`config.mk`:
```
export PLATFORM = sky130hd
export DESIGN_NAME = http_request_stream_parser_top
export DESIGN_NICKNAME = d
export VERILOG_FILES = /design/src/rtl/hrsp_pkg.sv /design/src/rtl/hrsp_front.sv /design/src/rtl/hrsp_queue.sv /design/src/rtl/http_request_stream_parser_top.sv
export SDC_FILE = /design/constraint.sdc
export NUM_CORES = 2
export LEC_CHECK = 0
export BUFFER_PORTS_ARGS = -buffer_cell sky130_fd_sc_hd__buf_2
export CAP_MARGIN = 20
export CORE_ASPECT_RATIO = 0.7
export CORE_MARGIN = 2
export CORE_UTILIZATION = 43
export DETAILED_ROUTE_END_ITERATION = 6
export SYNTH_ARGS = -nofsm -noshare
export SYNTH_HDL_FRONTEND = slang
export SYNTH_SLANG_ARGS = --single-unit
export TNS_END_PERCENT = 5
```
`constraint.sdc`:
```
create_clock -name clk -period 8.4 [get_ports clk]
set_clock_uncertainty 0.2 [all_clocks]
set_input_delay 0.84 -clock clk [delete_from_list [all_inputs] [get_ports clk]]
set_output_delay 0.84 -clock clk [all_outputs]
set_load 0.1 [all_outputs]
```
`src/rtl/hrsp_pkg.sv`:
```
// Package for the HTTP request stream parser: segment and status codes,
// parse phases, and the item passed from the front to the back.
// No dependencies.
package hrsp_pkg;

    typedef enum logic [2:0] {
        PH_METHOD  = 3'd0,
        PH_PATH    = 3'd1,
        PH_VERSION = 3'd2,
        PH_HEADERS = 3'd3,
        PH_BODY    = 3'd4,
        PH_DISCARD = 3'd5
    } phase_t;

    localparam logic [2:0] SEG_METHOD  = 3'd0;
    localparam logic [2:0] SEG_PATH    = 3'd1;
    localparam logic [2:0] SEG_VERSION = 3'd2;
    localparam logic [2:0] SEG_HEADER  = 3'd3;
    localparam logic [2:0] SEG_TYPE    = 3'd4;
    localparam logic [2:0] SEG_BODY    = 3'd5;
    localparam logic [2:0] SEG_DROP    = 3'd6;

    localparam logic [2:0] ST_OK        = 3'd0;
    localparam logic [2:0] ST_NO_LINE   = 3'd1;
    localparam logic [2:0] ST_LINE_LONG = 3'd2;
    localparam logic [2:0] ST_MALFORMED = 3'd3;
    localparam logic [2:0] ST_METHOD    = 3'd4;
    localparam logic [2:0] ST_PATH      = 3'd5;
    localparam logic [2:0] ST_VERSION   = 3'd6;

    localparam logic [1:0] HM_NAME   = 2'd0;
    localparam logic [1:0] HM_LENGTH = 2'd1;
    localparam logic [1:0] HM_TYPE   = 2'd2;
    localparam logic [1:0] HM_SKIP   = 2'd3;

    localparam logic [7:0] CH_CR    = 8'h0d;
    localparam logic [7:0] CH_LF    = 8'h0a;
    localparam logic [7:0] CH_SPACE = 8'h20;
    localparam logic [7:0] CH_SEMI  = 8'h3b;

    localparam int LEN_NAME_LEN  = 15;
    localparam int TYPE_NAME_LEN = 13;
    localparam logic [15:0] CNT_CAP = 16'hffff;

    // lower-case header name characters
    function automatic logic [7:0] len_name_char(input logic [3:0] pos);
        logic [7:0] c;
        case (pos)
            4'd0:  c = "c";
            4'd1:  c = "o";
            4'd2:  c = "n";
            4'd3:  c = "t";
            4'd4:  c = "e";
            4'd5:  c = "n";
            4'd6:  c = "t";
            4'd7:  c = "-";
            4'd8:  c = "l";
            4'd9:  c = "e";
            4'd10: c = "n";
            4'd11: c = "g";
            4'd12: c = "t";
            4'd13: c = "h";
            4'd14: c = ":";
            default: c = 8'h00;
        endcase
        return c;
    endfunction

    function automatic logic [7:0] type_name_char(input logic [3:0] pos);
        logic [7:0] c;
        case (pos)
            4'd0:  c = "c";
            4'd1:  c = "o";
            4'd2:  c = "n";
            4'd3:  c = "t";
            4'd4:  c = "e";
            4'd5:  c = "n";
            4'd6:  c = "t";
            4'd7:  c = "-";
            4'd8:  c = "t";
            4'd9:  c = "y";
            4'd10: c = "p";
            4'd11: c = "e";
            4'd12: c = ":";
            default: c = 8'h00;
        endcase
        return c;
    endfunction

    // one classified byte passed from the front to the back
    typedef struct packed {
        logic [7:0]  out_byte;
        logic [2:0]  segment;
        logic [2:0]  status;
        logic [31:0] parsed_length;
        logic [11:0] body_bytes;
        logic        final_res;
    } res_t;

    localparam int RES_W = $bits(res_t);

endpackage

```
`src/rtl/hrsp_front.sv`:
```
// Front of the parser: accepts request bytes, runs the parse state and
// emits up to two classified results per byte. Depends on hrsp_pkg.
module hrsp_front
    import hrsp_pkg::*;
#(
    parameter int REQUEST_LINE_MAX  = 256,
    parameter int METHOD_MAX        = 16,
    parameter int PATH_FIELD_MAX    = 256,
    parameter int VERSION_FIELD_MAX = 16,
    parameter int CONTENT_TYPE_MAX  = 64,
    parameter int BODY_MAX          = 4096
)
(
    input  logic       clk,
    input  logic       rst_n,
    input  logic       take,
    input  logic [7:0] data_byte,
    input  logic       last_byte,
    output logic [1:0] res_cnt,
    output res_t       res0,
    output res_t       res1
);

    localparam logic [15:0] LINE_LIM = 16'(REQUEST_LINE_MAX);
    localparam logic [15:0] METH_LIM = 16'(METHOD_MAX);
    localparam logic [15:0] PATH_LIM = 16'(PATH_FIELD_MAX);
    localparam logic [15:0] VER_LIM  = 16'(VERSION_FIELD_MAX);
    localparam logic [15:0] TYPE_LIM = 16'(CONTENT_TYPE_MAX - 1);
    localparam logic [31:0] BODY_LIM = 32'(BODY_MAX - 1);

    phase_t      phase_reg, phase_next;
    logic        cr_reg, cr_next;
    logic [15:0] line_reg, line_next;
    logic [15:0] field_reg, field_next;
    logic [3:0]  pos_reg, pos_next;
    logic [1:0]  flags_reg, flags_next;
    logic [1:0]  hmode_reg, hmode_next;
    logic [31:0] len_reg, len_next;
    logic [31:0] pend_reg, pend_next;
    logic        hit_reg, hit_next;
    logic        digit_reg, digit_next;
    logic [31:0] body_reg, body_next;
    logic [15:0] type_reg, type_next;
    logic [2:0]  err_reg, err_next;
    logic        empty_reg, empty_next;

    // hold parse state
    always_ff @(posedge clk or negedge rst_n)
    begin
        if (!rst_n)
        begin
            phase_reg <= PH_METHOD;
            cr_reg    <= 1'b0;
            line_reg  <= '0;
            field_reg <= '0;
            pos_reg   <= '0;
            flags_reg <= 2'b11;
            hmode_reg <= HM_NAME;
            len_reg   <= '0;
            pend_reg  <= '0;
            hit_reg   <= 1'b0;
            digit_reg <= 1'b0;
            body_reg  <= '0;
            type_reg  <= '0;
            err_reg   <= ST_OK;
            empty_reg <= 1'b0;
        end
        else if (take)
        begin
            phase_reg <= phase_next;
            cr_reg    <= cr_next;
            line_reg  <= line_next;
            field_reg <= field_next;
            pos_reg   <= pos_next;
            flags_reg <= flags_next;
            hmode_reg <= hmode_next;
            len_reg   <= len_next;
            pend_reg  <= pend_next;
            hit_reg   <= hit_next;
            digit_reg <= digit_next;
            body_reg  <= body_next;
            type_reg  <= type_next;
            err_reg   <= err_next;
            empty_reg <= empty_next;
        end
    end

    // classify bytes; at most two passes through the byte step per cycle
    always_comb
    begin
        logic [7:0]  b;
        logic [7:0]  lc;
        logic [2:0]  seg;
        logic [1:0]  n;
        logic        done;
        logic [4:0]  p;
        logic [3:0]  dg;
        logic [31:0] lim;
        res_t        r [2];
        phase_next = phase_reg;
        cr_next    = cr_reg;
        line_next  = line_reg;
        field_next = field_reg;
        pos_next   = pos_reg;
        flags_next = flags_reg;
        hmode_next = hmode_reg;
        len_next   = len_reg;
        pend_next  = pend_reg;
        hit_next   = hit_reg;
        digit_next = digit_reg;
        body_next  = body_reg;
        type_next  = type_reg;
        err_next   = err_reg;
        empty_next = empty_reg;
        n    = 2'd0;
        done = 1'b0;
        r[0] = '0;
        r[1] = '0;
        b    = 8'h00;
        seg  = SEG_DROP;
        lc   = 8'h00;
        p    = '0;
        dg   = '0;
        lim  = '0;

        if (phase_next <= PH_HEADERS && cr_reg)
        begin
            cr_next = 1'b0;
            if (data_byte == CH_LF)
            begin
                r[0] = '{CH_CR, SEG_DROP, err_next, len_next, body_next[11:0], 1'b0};
                r[1] = '{CH_LF, SEG_DROP, err_next, len_next, body_next[11:0], 1'b0};
                n = 2'd2;
                done = 1'b1;
                // close the line
                if (phase_next <= PH_VERSION)
                begin
                    if (line_next >= LINE_LIM)
                        err_next = ST_LINE_LONG;
                    else if (err_next == ST_OK)
                    begin
                        if (phase_next != PH_VERSION)
                            err_next = ST_MALFORMED;
                        else if (field_next >= VER_LIM)
                            err_next = ST_VERSION;
                    end
                    phase_next = (err_next != ST_OK) ? PH_DISCARD : PH_HEADERS;
                    empty_next = 1'b1; pos_next = '0; flags_next = 2'b11;
                    hmode_next = HM_NAME; pend_next = '0; hit_next = 1'b0;
                    digit_next = 1'b0; type_next = '0;
                end
                else if (phase_next == PH_HEADERS)
                begin
                    if (empty_next)
                        phase_next = PH_BODY;
                    else
                    begin
                        if (hit_next)
                            len_next = pend_next;
                        empty_next = 1'b1; pos_next = '0; flags_next = 2'b11;
                        hmode_next = HM_NAME; pend_next = '0; hit_next = 1'b0;
                        digit_next = 1'b0; type_next = '0;
                    end
                end
            end
        end

        // up to two byte steps: the held CR, then the current byte
        for (int k = 0; k < 2; k++)
        begin
            logic act;
            act = 1'b0;
            if (k == 0)
            begin
                act = cr_reg && !done && phase_reg <= PH_HEADERS;
                b = CH_CR;
            end
            else
            begin
                b = data_byte;
                act = !done;
                if (phase_next <= PH_HEADERS && data_byte == CH_CR && !last_byte && act)
                begin
                    cr_next = 1'b1;
                    act = 1'b0;
                end
            end
            if (act)
            begin
                seg = SEG_DROP;
                unique case (phase_next)
                    PH_METHOD, PH_PATH:
                    begin
                        if (line_next < CNT_CAP) line_next = line_next + 16'd1;
                        if (b == CH_SPACE)
                        begin
                            if (err_next == ST_OK &&
                                field_next >= ((phase_next == PH_METHOD) ? METH_LIM : PATH_LIM))
                                err_next = (phase_next == PH_METHOD) ? ST_METHOD : ST_PATH;
                            phase_next = (phase_next == PH_METHOD) ? PH_PATH : PH_VERSION;
                            field_next = '0;
                            seg = SEG_DROP;
                        end
                        else
                        begin
                            if (field_next < CNT_CAP) field_next = field_next + 16'd1;
                            seg = (phase_next == PH_METHOD) ? SEG_METHOD : SEG_PATH;
                        end
                    end
                    PH_VERSION:
                    begin
                        if (line_next < CNT_CAP) line_next = line_next + 16'd1;
                        if (field_next < CNT_CAP) field_next = field_next + 16'd1;
                        seg = SEG_VERSION;
                    end
                    PH_HEADERS:
                    begin
                        seg = SEG_HEADER;
                        empty_next = 1'b0;
                        case (hmode_next)
                            HM_NAME:
                            begin
                                lc = (b >= "A" && b <= "Z") ? b + 8'd32 : b;
                                if (flags_next[0] && !(5'(pos_next) < 5'(LEN_NAME_LEN)
                                        && lc == len_name_char(pos_next)))
                                    flags_next[0] = 1'b0;
                                if (flags_next[1] && !(5'(pos_next) < 5'(TYPE_NAME_LEN)
                                        && lc == type_name_char(pos_next)))
                                    flags_next[1] = 1'b0;
                                p = 5'(pos_next) + 5'd1;
                                pos_next = p[3:0];
                                if (flags_next[0] && p == 5'(LEN_NAME_LEN))
                                begin
                                    hmode_next = HM_LENGTH; hit_next = 1'b1;
                                    pend_next = '0; digit_next = 1'b0;
                                end
                                else if (flags_next[1] && p == 5'(TYPE_NAME_LEN))
                                begin
                                    hmode_next = HM_TYPE; type_next = '0;
                                end
                                else if (flags_next == 2'b00)
                                    hmode_next = HM_SKIP;
                            end
                            HM_LENGTH:
                            begin
                                if (b == CH_SPACE && !digit_next)
                                begin
                                end
                                else if (b >= "0" && b <= "9")
                                begin
                                    dg = 4'(b - "0");
                                    if (pend_next > 32'd429496729 ||
                                        (pend_next == 32'd429496729 && dg > 4'd5))
                                        pend_next = 32'hffffffff;
                                    else
                                        pend_next = (pend_next << 3) + (pend_next << 1)
                                                    + 32'(dg);
                                    digit_next = 1'b1;
                                end
                                else
                                    hmode_next = HM_SKIP;
                            end
                            HM_TYPE:
                            begin
                                if (type_next == '0 && b == CH_SPACE)
                                begin
                                end
                                else if (b == CH_SEMI || b == CH_LF || b == CH_CR)
                                    hmode_next = HM_SKIP;
                                else if (type_next < TYPE_LIM)
                                begin
                                    type_next = type_next + 16'd1;
                                    seg = SEG_TYPE;
                                end
                                else
                                    hmode_next = HM_SKIP;
                            end
                            default:
                            begin
                            end
                        endcase
                    end
                    PH_BODY:
                    begin
                        lim = BODY_LIM;
                        if (len_next > '0 && len_next < BODY_LIM)
                            lim = len_next;
                        if (body_next < lim)
                        begin
                            body_next = body_next + 32'd1;
                            seg = SEG_BODY;
                        end
                    end
                    default:
                        seg = SEG_DROP;
                endcase
                r[n[0]] = '{b, seg, err_next, len_next, body_next[11:0], 1'b0};
                n = n + 2'd1;
            end
        end

        // finish the request on its last byte
        if (last_byte)
        begin
            if (n == 2'd0)
            begin
                r[0] = '{8'h00, SEG_DROP, err_next, len_next, body_next[11:0], 1'b0};
                n = 2'd1;
            end
            r[n[1] ? 1 : 0].status = (phase_next <= PH_VERSION) ? ST_NO_LINE : err_next;
            r[n[1] ? 1 : 0].parsed_length = len_next;
            r[n[1] ? 1 : 0].body_bytes = body_next[11:0];
            r[n[1] ? 1 : 0].final_res = 1'b1;
            phase_next = PH_METHOD; cr_next = 1'b0; line_next = '0; field_next = '0;
            pos_next = '0; flags_next = 2'b11; hmode_next = HM_NAME; len_next = '0;
            pend_next = '0; hit_next = 1'b0; digit_next = 1'b0; body_next = '0;
            type_next = '0; err_next = ST_OK; empty_next = 1'b0;
        end
        res_cnt = n;
        res0 = r[0];
        res1 = r[1];
    end

endmodule

```
`src/rtl/hrsp_queue.sv`:
```
// Result queue between the front and the back; takes up to two results
// per cycle and gives one per cycle while read. Depends on hrsp_pkg.
module hrsp_queue
    import hrsp_pkg::*;
(
    input  logic       clk,
    input  logic       rst_n,
    input  logic [1:0] wr_cnt,
    input  res_t       wr0,
    input  res_t       wr1,
    input  logic       rd,
    output logic       has_room,
    output logic       not_empty,
    output res_t       rd_data
);

    localparam int DEPTH = 8;

    res_t        mem_reg [DEPTH];
    logic [2:0]  wp_reg, rp_reg;
    logic [3:0]  cnt_reg;
    logic [3:0]  cnt_next;

    assign not_empty = (cnt_reg != 4'd0);
    assign has_room  = (cnt_reg <= 4'(DEPTH - 2));
    assign rd_data   = mem_reg[rp_reg];
    assign cnt_next  = cnt_reg + 4'(wr_cnt) - 4'(rd && not_empty);

    // store writes
    always_ff @(posedge clk)
    begin
        if (wr_cnt != 2'd0)
            mem_reg[wp_reg] <= wr0;
        if (wr_cnt == 2'd2)
            mem_reg[wp_reg + 3'd1] <= wr1;
    end

    // advance pointers
    always_ff @(posedge clk or negedge rst_n)
    begin
        if (!rst_n)
        begin
            wp_reg  <= '0;
            rp_reg  <= '0;
            cnt_reg <= '0;
        end
        else
        begin
            wp_reg  <= wp_reg + 3'(wr_cnt);
            if (rd && not_empty)
                rp_reg <= rp_reg + 3'd1;
            cnt_reg <= cnt_next;
        end
    end

endmodule

```
`src/rtl/http_request_stream_parser_top.sv`:
```
// Usage
// Input channel: push/full with data_byte and last_byte. A transaction
// happens at a clock edge with push high and full low.
// Result channel: empty/pop. While empty is low the oldest result sits on
// out_byte, segment, status, parsed_length, body_bytes and final_res;
// pop with empty low takes it.
// Throughput: one byte per cycle while full is low. A byte gives zero, one or two results;
// the result port delivers one result per cycle while pop is high, so a CR LF pair drains
// at one result a cycle through the eight-entry queue.
// A result is written into the queue at the clock edge that takes its byte.
// Reset clears the parse state and the queue. A stalled receiver fills the
// queue; full rises when fewer than two free entries remain, and no
// result is dropped.
// Top level of the parser; depends on hrsp_pkg, hrsp_front, hrsp_queue.
module http_request_stream_parser_top
    import hrsp_pkg::*;
#(
    parameter int REQUEST_LINE_MAX  = 256,
    parameter int METHOD_MAX        = 16,
    parameter int PATH_FIELD_MAX    = 256,
    parameter int VERSION_FIELD_MAX = 16,
    parameter int CONTENT_TYPE_MAX  = 64,
    parameter int BODY_MAX          = 4096
)
(
    input  logic        clk,
    input  logic        rst_n,
    input  logic        push,
    output logic        full,
    input  logic [7:0]  data_byte,
    input  logic        last_byte,
    output logic        empty,
    input  logic        pop,
    output logic [7:0]  out_byte,
    output logic [2:0]  segment,
    output logic [2:0]  status,
    output logic [31:0] parsed_length,
    output logic [11:0] body_bytes,
    output logic        final_res
);

    logic       take, room, avail;
    logic [1:0] cnt;
    res_t       r0, r1, head;

    assign full = !room;
    assign take = push && room;

    hrsp_front #(
        .REQUEST_LINE_MAX (REQUEST_LINE_MAX),
        .METHOD_MAX       (METHOD_MAX),
        .PATH_FIELD_MAX   (PATH_FIELD_MAX),
        .VERSION_FIELD_MAX(VERSION_FIELD_MAX),
        .CONTENT_TYPE_MAX (CONTENT_TYPE_MAX),
        .BODY_MAX         (BODY_MAX)
    ) u_front (
        .clk      (clk),
        .rst_n    (rst_n),
        .take     (take),
        .data_byte(data_byte),
        .last_byte(last_byte),
        .res_cnt  (cnt),
        .res0     (r0),
        .res1     (r1)
    );

    hrsp_queue u_queue (
        .clk      (clk),
        .rst_n    (rst_n),
        .wr_cnt   (take ? cnt : 2'd0),
        .wr0      (r0),
        .wr1      (r1),
        .rd       (pop),
        .has_room (room),
        .not_empty(avail),
        .rd_data  (head)
    );

    assign empty          = !avail;
    assign out_byte       = head.out_byte;
    assign segment        = head.segment;
    assign status         = head.status;
    assign parsed_length  = head.parsed_length;
    assign body_bytes     = head.body_bytes;
    assign final_res      = head.final_res;

endmodule

```
==> impl_metrics.csv <==
group,metric,value,unit
cts,htreeDepth,3,
run,maxCapViolCount,0,
layout,layout_commonest_cell,"nand2_1",
sta,fin_ws,1.36,ns
detailed_routing,wl,121000,microns
layout,final_core_utilization,47.5,%
sta,whs,0.0204,ns
place,placed_cell_area,40700,sq um
place,gp_congestion,0.905,
layout,drive_above_1_share,13.4,%
logic_synthesis,ys.warnings.count,0,
setup_path,cpPeakStageDelay,0.83,ns
layout,diodes,0,
sta,worst_slew_pin_slew,1.16,ns
setup_path,crit_cells,19,
logic_synthesis,dominantRegCellSynth,"edfxtp_1",
detailed_routing,drt_iter0_drc,3799,
sta,slew_headroom,22.0,%
setup_path,crit_top_cell,"a21o_1",
detailed_routing,antenna_left,0,
global_route,grt_usage,25.7,%
global_route,antenna_found_initial,2,
place,dp_hpwl,75300,microns
logic_synthesis,synthTopCellsByArea,"edfxtp_1, dfrtp_1, mux4_2, o21ai_0, nand2_1",
global_route,grt_pass1_vias,29000,
global_route,gr-total-overflow,0,
setup_path,worstPathArrival,7.19,ns
logic_synthesis,synth_top_area_share,36.1,%
global_route,grt_pass1_wl,185000,microns
place,place_inst,4906,
setup_path,r2r_cells,18,
cts,clockRootBuffer,"clkbuf_16",
cts,cts_setup_buffers,0,
power,power,11.3,mW
detailed_routing,drcViolationCount,0,
sta,drv_slew,0,
setup_path,critical_path_buf_inv_count,2,
detailed_routing,num_vias,31100,
cts,cts_max_path_buffers,3,
global_route,grt_max_degree,115,
setup_path,cp-end-kind,"flip-flop",
place,dp_slack,0.974,ns
power,p_leak,15.8,nW
cts,cts_hold_buf,0,
floorplan,dieArea,93700,sq um
sta,setup_viol,0,
sta,timing.fmax,142,MHz
cts,cts_sinks,644,
setup_path,cp_max_fo,12,
detailed_routing,wire_per_inst,24.1,microns
setup_path,critPathTopFamily,"compound AO/OA/AOI/OAI gates",
min_path,hp-class,"in2async",
logic_synthesis,async_flop_share,26.7,%
layout,largest_register_ffs,472,
sta,period_share,83.9,%
setup_path,startpoint_type,"primary input",
logic_synthesis,ys_seq_area_share,47.1,%
layout,instances_no_fill,5030,
floorplan,core,90200,sq um
sta,min_period,7.04,ns
logic_synthesis,synth_top_cell_by_area,"edfxtp_1",
setup_path,critical_path_class,"in2reg",
layout,final_area,42900,sq um
setup_path,slowest_stage,"or4_1",
layout,areaGrowthSynthToFinish,9.29,%
logic_synthesis,ys_ff_latch,644,
cts,cts_inserted_buffers,68,
detailed_routing,firstDrtPassIters,6,
setup_path,crit_chain,"buf_2 > or4_1 > nor3_4 > nand3_1 > mux2i_1 > buf_4 > a211oi_1 > ha_1 > a21o_1 > a21o_1 > a21o_1 > a2111oi_0 > o21ai_0 > a211oi_1 > o32ai_1 > nor3_1 > o21ai_0 > a22oi_1 > mux2i_1",
layout,nets,3896,
power,vdd_drop_max,0.465,mV
place,io_buffer_count,73,
power,powerDensity,264,nW/um^2
floorplan,start_util,43.5,%
logic_synthesis,syn_avg_cell_area,10.2,sq um
logic_synthesis,syn-cell-area,39200,sq um
setup_path,worstPathRequired,8.54,ns
sta,hold_viol,0,
logic_synthesis,synth_cell_types,103,
cts,cts_tree,"yes",
detailed_routing,via_per_inst,6.19,
logic_synthesis,syn_inst,3857,
floorplan,fp-row-count,92,
floorplan,die_h,257,microns
layout,fill_cells,8304,
sta,setup_tns,0,ns
floorplan,ios,74,
cts,worstSkewPairLatency,0.64,ns
sta,rsz0062_at_grt,"false",
floorplan,chipWidth,365,microns
cts,ctsResizeCount,0,
run_status,outcome,"finished, final reports clean",
layout,mostFrequentLayoutCells,"nand2_1, o21ai_0, edfxtp_1",
logic_synthesis,synth_edf_count,472,
cts,clkTransAtPathRegs,0.07,ns
[synthesized netlist by cell type (9+ instances only)]
cell type and number:
nand4_1 52, and2_1 53, or4_1 11, or3_1 16, buf_1 17, nand3_1 98, inv_1 77, ha_1 124
o41ai_1 18, nand2_1 556, nor3_1 65, a31oi_1 40, a22o_1 14, a211oi_1 36, clkbuf_1 273, dfrtp_1 170
o31ai_1 22, o21ai_0 486, mux4_2 118, nor4_1 40, nor2_1 198, nor2b_1 43, nand2b_1 18, clkbuf_2 32
mux2i_1 86, mux2_2 73, a22oi_1 60, xnor2_1 49, edfxtp_1 472, o211ai_1 33, a21oi_1 187, or2_2 9
a21o_1 35, buf_2 12, o22ai_1 15, and3_1 25, xor2_1 37
[where the power goes]
part	internal [mW]	leakage, nW	switching (mW)	total (mW)
clock network	1.69	1.05	1.32	3.01
registers	3.77	6.48	0.295	4.07
logic	1.13	8.24	3.10	4.23
[worst register-to-register path: stages (launching register included)]
cell       delay (ns)
dfrtp_1          0.49
nor4_1           0.53
nand4_1          0.30
nor4_1           0.43
mux2i_1          0.12
buf_4            0.19
a211oi_1         0.35
ha_1             0.31
a21o_1           0.18
a21o_1           0.17
a21o_1           0.16
a2111oi_0        0.47
o21ai_0          0.23
a211oi_1         0.41
o32ai_1          0.21
nor3_1           0.78
o21ai_0          0.23
a22oi_1          0.72
mux2i_1          0.16
[logic make-up (layout without fill, tap and decap cells)]
group	Yosys count	after routing	share of synthesized area, %
AND/OR/NAND/NOR	1233	1233	14.8
AO/OA/AOI/OAI	1071	1071	16.7
flip-flops	644	644	47.1
buffers and inverters	416	348	4.18
multiplexers	277	277	11.1
adder cells (fa/ha/maj)	129	129	4.18
XOR/XNOR	86	86	1.92
other	1	20	0.00955
[worst paths after layout]
kind | from | to | slack (ns)
min | rst_n | u_front.field_reg[4]$_DFFE_PN0P_ | 0.02
max reg2reg | u_front.pend_reg[21]$_DFFE_PN0P_ | u_queue.mem_reg[7][49]$_DFFE_PP_ | 1.46
max in group asynchronous | rst_n | u_front.len_reg[29]$_DFFE_PN0P_ | 6.05
max | data_byte[6] | u_queue.mem_reg[7][49]$_DFFE_PP_ | 1.36
min reg2reg | u_front.type_reg[1]$_DFFE_PN0P_ | u_front.type_reg[1]$_DFFE_PN0P_ | 0.29
min in group clk | u_front.type_reg[1]$_DFFE_PN0P_ | u_front.type_reg[1]$_DFFE_PN0P_ | 0.29
[final cells by class]
cell class | count | area (sq um) | area share, %
inverter | 78 | 293 | 0.683
clock buffer | 85 | 1850 | 4.31
timing repair buffer | 147 | 1020 | 2.38
clock inverter | 38 | 297 | 0.691
tap | 1222 | 1530 | 3.56
sequential | 644 | 18500 | 43.1
multi-input combinational | 2816 | 19400 | 45.3
[metal layers]
| metal | track usage, % | wire [microns] |
|---|---|---|
| met4 | 6.42 | 2720 |
| met3 | 4.80 | 10700 |
| met1 | 39.2 | 55200 |
| met2 | 37.3 | 52400 |
| met5 | 0 | 17 |
(Power assumes the default switching activity.)
